[src/rtl/ccmc_pkg.sv]
// ----------------------------------------------------------------------------
// ccmc_pkg
// Widths, codes and interface types of the minimum-coin change engine.
// ----------------------------------------------------------------------------
package ccmc_pkg;

    localparam int VAL_W   = 8;   // denomination / amount
    localparam int COL_W   = 6;   // table column (amount) index
    localparam int TAB_W   = 7;   // table entry, holds amount+1
    localparam int TOT_W   = 6;   // coin_total field
    localparam int STAT_W  = 2;   // status field
    localparam int ODATA_W = 16;  // status + coin_total + coin_value

    localparam logic OP_APPEND = 1'b0;
    localparam logic OP_RUN    = 1'b1;

    localparam logic KIND_SUMMARY = 1'b0;
    localparam logic KIND_COIN    = 1'b1;

    localparam logic [STAT_W-1:0] ST_POSSIBLE   = 2'd0;
    localparam logic [STAT_W-1:0] ST_IMPOSSIBLE = 2'd1;
    localparam logic [STAT_W-1:0] ST_RANGE      = 2'd2;

    typedef struct packed {
        logic [VAL_W-1:0] coin;
        logic [COL_W-1:0] col;
        logic [TAB_W-1:0] prev;
        logic [TAB_W-1:0] take;
        logic             use_take;
    } step_in_t;

    typedef struct packed {
        logic             fits;     // coin nonzero and coin <= col
        logic [COL_W-1:0] rest;     // col - coin
        logic [TAB_W-1:0] best;     // min(prev, take + 1) when use_take
        logic             differs;  // take != prev
    } step_out_t;

endpackage

[src/rtl/ccmc_step_unit.sv]
// ----------------------------------------------------------------------------
// ccmc_step_unit
// Shared subtract/compare/min unit used by both table fill and backtrack.
// ----------------------------------------------------------------------------
module ccmc_step_unit (
    input  ccmc_pkg::step_in_t  req,
    output ccmc_pkg::step_out_t rsp
);
    import ccmc_pkg::*;

    logic [VAL_W:0]   diff;
    logic [TAB_W-1:0] take1;

    always_comb
    begin
        diff  = {1'b0, VAL_W'(req.col)} - {1'b0, req.coin};
        take1 = req.take + TAB_W'(1);
        rsp.fits    = (req.coin != '0) && !diff[VAL_W];
        rsp.rest    = diff[COL_W-1:0];
        rsp.best    = (req.use_take && (take1 < req.prev)) ? take1 : req.prev;
        rsp.differs = (req.take != req.prev);
    end

endmodule

[config.mk]
export PLATFORM = sky130hd
export DESIGN_NAME = ccmc_step_unit
export DESIGN_NICKNAME = d
export VERILOG_FILES = /design/src/rtl/ccmc_pkg.sv /design/src/rtl/ccmc_step_unit.sv
export SDC_FILE = /design/constraint.sdc
export NUM_CORES = 1
export LEC_CHECK = 0
export BUFFER_PORTS_ARGS = -buffer_cell sky130_fd_sc_hd__clkbuf_2
export CORE_MARGIN = 2
export CORE_UTILIZATION = 33
export DETAILED_ROUTE_END_ITERATION = 6
export GPL_ROUTABILITY_DRIVEN = 0
export GPL_TIMING_DRIVEN = 0
export PLACE_DENSITY_LB_ADDON = 0.08
export SYNTH_ARGS = -nofsm -noshare
export SYNTH_HDL_FRONTEND = slang
export SYNTH_SLANG_ARGS = --single-unit
[constraint.sdc]
create_clock -name vclk -period 3.4
set_input_delay 0.51 -clock vclk [all_inputs]
set_output_delay 0.51 -clock vclk [all_outputs]
set_load 0.01 [all_outputs]
# --- Yosys cells after proc, flatten, opt, wreduce, memory -nomap -nowiden ---
# Index checks and enable logic that the tools add are counted.
totals:
  ff_bits: 0
  inputBits: 29
  output_inout_bits: 15
  wordCells: 9
classes:
  add_sub_neg: 2
  magnitude_cmp: 1
  n_eq_ne: 1
  muxes: 1
  reduce_logical: 4
ops:
  columns: ["cell", "count"]
  rows:
  - ["subtractor 6 x 8 -> 9 bit", 1]
  - ["nonzero test 8 bit", 1]
  - ["adder 7 x 1 -> 7 bit, second input constant", 1]
  - ["less-than comparator 7 bit", 1]
  - ["2-to-1 mux 7 bit", 1]
  - ["!= test 7 bit", 1]
  - ["logical AND 1 bit", 2]
  - ["logical NOT 1 bit", 1]

# --- Longest topological paths before layout ---
depth:
  depth_word: 4
  depth_mapped: 9

# --- Worst setup path before layout ---
# OpenSTA, ideal clock, no wires.
synth_timing:
  path_type: "input-to-output"
  startpoint: "in req[1] (netlist bit)"
  endpoint: "out rsp[2] (netlist bit)"
  arrival_ns: 2.327
  required_ns: 2.890
  path_slack_ns: 0.563
  path_stages: 9
  path_buffers: 0
  cell_sequence: "ha_1 -> nand3_1 -> nor2_1 -> xor2_1 -> ha_1 -> nand3_1 -> nand4b_1 -> nor3_4 -> mux2_2"
synth_rtl:
  columns: ["element", "line", "rtl"]
  rows:
  - ["start, declared", "ccmc_step_unit.sv:6", "input ccmc_pkg::step_in_t req,"]
  - ["end, declared", "ccmc_step_unit.sv:7", "output ccmc_pkg::step_out_t rsp"]

==> results.sh <==
export IMPL_outcome="complete, no violations"
export IMPL_p_comb_share_pct=100.0
export IMPL_fin_crit_sh_pct=94.5
export IMPL_final_util_pct=49.0
export IMPL_syn_to_final_growth_pct=38.8
export IMPL_core_mm2=0.00196
export IMPL_whs_path_depth=3
export IMPL_power_mw=0.153
export IMPL_synth_cell_type_count=29
export IMPL_worstSetupStartpointType="input port"
export IMPL_worst_pin_slew_ns=0.369
export IMPL_hold_slack_ns=1.25
export IMPL_p_sw_mw=0.0774
export IMPL_insertedDiodeCount=0
export IMPL_hold_violations=0
export IMPL_max_slew_margin_pct=74.7
export IMPL_grtUsageTotal_pct=14.6
export IMPL_synth_nets=134
export IMPL_ys_seq_area_share_pct=0
export IMPL_dp_cells=161
export IMPL_grt_max_degree=8
export IMPL_vias_per_cell=4.75
export IMPL_worstHoldPathType="in2out"
export IMPL_numPortBuffers=44
export IMPL_power_internal_mw=0.0760
export IMPL_maxSlewViolCount=0
export IMPL_die_w_um=49.8
export IMPL_syn_area_um2=693
export IMPL_dr_total_vias=774
export IMPL_yosys_warnings=0
export IMPL_clkPwrFrac_pct=0
export IMPL_die_h_um=49.8
export IMPL_seq_cells=0
export IMPL_clkbuf_count=0
export IMPL_multi_input_area_um2=626
export IMPL_antenna_left=0
export IMPL_route_detailed_drc=0
export IMPL_row_count=16
export IMPL_layout_drive_gt1_share_pct=40.4
export IMPL_final_seq_area_um2=0
export IMPL_die_area_mm2=0.00248
export IMPL_min_to="rsp[14]"
export IMPL_seqPwrFrac_pct=0
export IMPL_antenna_found_initial=0
export IMPL_dpl_hpwl_um=1510
export IMPL_timing_max_cap_violations=0
export IMPL_design_area_um2=962
export IMPL_min_period_ns=3.21
export IMPL_routed_wl_um=1660
export IMPL_start_util_pct=35.3
export IMPL_worstPathArrival_ns=2.70
export IMPL_endpoint_kind="output port"
export IMPL_io_pins=44
export IMPL_setup_viol=0
export IMPL_required_ns=2.89
export IMPL_fin_nets=182
export IMPL_placed_cell_area_um2=947
export IMPL_drt_iter0_markers=6
export IMPL_critPathKind="in2out"
export IMPL_vdd_ir_drop_worst_uv=74.3
export IMPL_drt_pass1_iter_count=4
export IMPL_grt_pass1_vias=737
export IMPL_synth_avg_cell_area_um2=7.70
export IMPL_p_per_area_mw_per_mm2=159
export IMPL_wl_per_cell_um=10.2
export IMPL_syn_inst=90
export IMPL_grt_pass1_wl_um=3060
export IMPL_power_share_switching_pct=50.5
export IMPL_p_leak_nw=0.534
export IMPL_path_max_fanout=5
export IMPL_num_fill_cells=218
export IMPL_finalNonFillerCells=163
export IMPL_grt_overflow=0
export IMPL_hold_start="req[28]"
export IMPL_fmax_mhz=311
export IMPL_cts_resized_gates=0
[power groups by stage]
stage	sequential [mW]	clock (mW)	combinational, mW
global placement	0	0	0.149
detailed placement	0	0	0.151
global route	0	0	0.174
CTS	0	0	0.152
finish	0	0	0.153
floorplan	0	0	0.0922
[final cells by class]
type | instances | share of cell area, %
inverter | 18 | 7.02
multi-input combinational | 72 | 65.0
tap | 27 | 3.51
timing repair buffer | 46 | 24.4
[per-stage QoR]
step / setup TNS [ns] / setup slack (ns)
floorplan: 0 / 0.563
global placement: 0 / 0.0859
detailed placement: 0 / 0.0629
CTS: 0 / 0.0513
finish: 0 / 0.185
global route: -0.0115 / -0.0115
[worst max-delay path: stages]
cell and delay [ns]:
clkbuf_2 0.14, ha_1 0.20, nand3_1 0.12, nor2_1 0.15
xor2_1 0.20, ha_1 0.30, nand3_1 0.10, nand4b_1 0.16
nor3_4 0.22, buf_4 0.17, mux2_2 0.33, clkbuf_2 0.13
[kinds of logic (layout without fill, tap and decap cells)]
logic type,Yosys count,count (layout),share of synthesized area [%]
compound gates,13,13,13.0
xor+xnor,13,13,16.4
fa+ha+maj,15,15,28.2
buf+inv,18,64,9.75
mux,7,7,11.2
simple gates,24,24,21.5
[synth_stat cells, drive strengths merged (2+ instances only)]
| library cell | count | area share, % |
|---|---|---|
| inv | 18 | 9.7 |
| ha | 14 | 25 |
| xnor2 | 8 | 10 |
| mux2 | 6 | 9.7 |
| xor2 | 5 | 6.3 |
| nand3 | 4 | 2.9 |
| a21oi | 3 | 2.2 |
| nor2 | 3 | 1.6 |
| nor3 | 3 | 3.8 |
| o21a | 3 | 3.2 |
| and3 | 2 | 1.8 |
| nand2 | 2 | 1.1 |
| nand4 | 2 | 1.8 |
| nor2b | 2 | 1.8 |
| o21ai | 2 | 1.4 |
[how the worst max path moves through the flow]
stage	end	slack, ns	from	cells past startpoint
after global placement	rsp[4]	0.09	req[1]	11
final	rsp[4]	0.19	req[1]	12
after detailed placement	rsp[4]	0.06	req[1]	11
after global routing	rsp[4]	-0.01	req[1]	12
after floorplan	rsp[2]	0.56	req[1]	9
after CTS	rsp[4]	0.05	req[1]	11
[metal layers]
metal  vias to the layer above  share of wire, %  wire length (µm)  GRT usage (%)
met5                         -                 0                 0              0
met4                         0                 0                 0              0
met3                         0               5.1                84          0.606
met2                        24                52               858           26.7
met1                       339                43               717           20.0
li1                        411                 -                 -              -
[timing repair]
| item | CTS | global route |
|---|---|---|
| endpoints found under the setup margin | 0 | 7 |
| hold buffers | 0 | 0 |
| hold endpoints to repair | 0 | 0 |
| buffers inserted | 0 | 2 |
[placed cells by master, fill, tap and decap left out, types with 2 or more instances in the layout]
master	instances
clkbuf_2	44
inv_1	18
ha_1	14
xnor2_1	8
mux2_2	6
xor2_1	5
nand3_1	4
o21a_1	3
nor2_1	3
a21oi_1	3
nor2b_1	2
and3_1	2
nor3_1	2
o21ai_0	2
nand4_1	2
nand2_1	2
buf_4	2
Note: power is estimated with default switching activity, not from simulation.
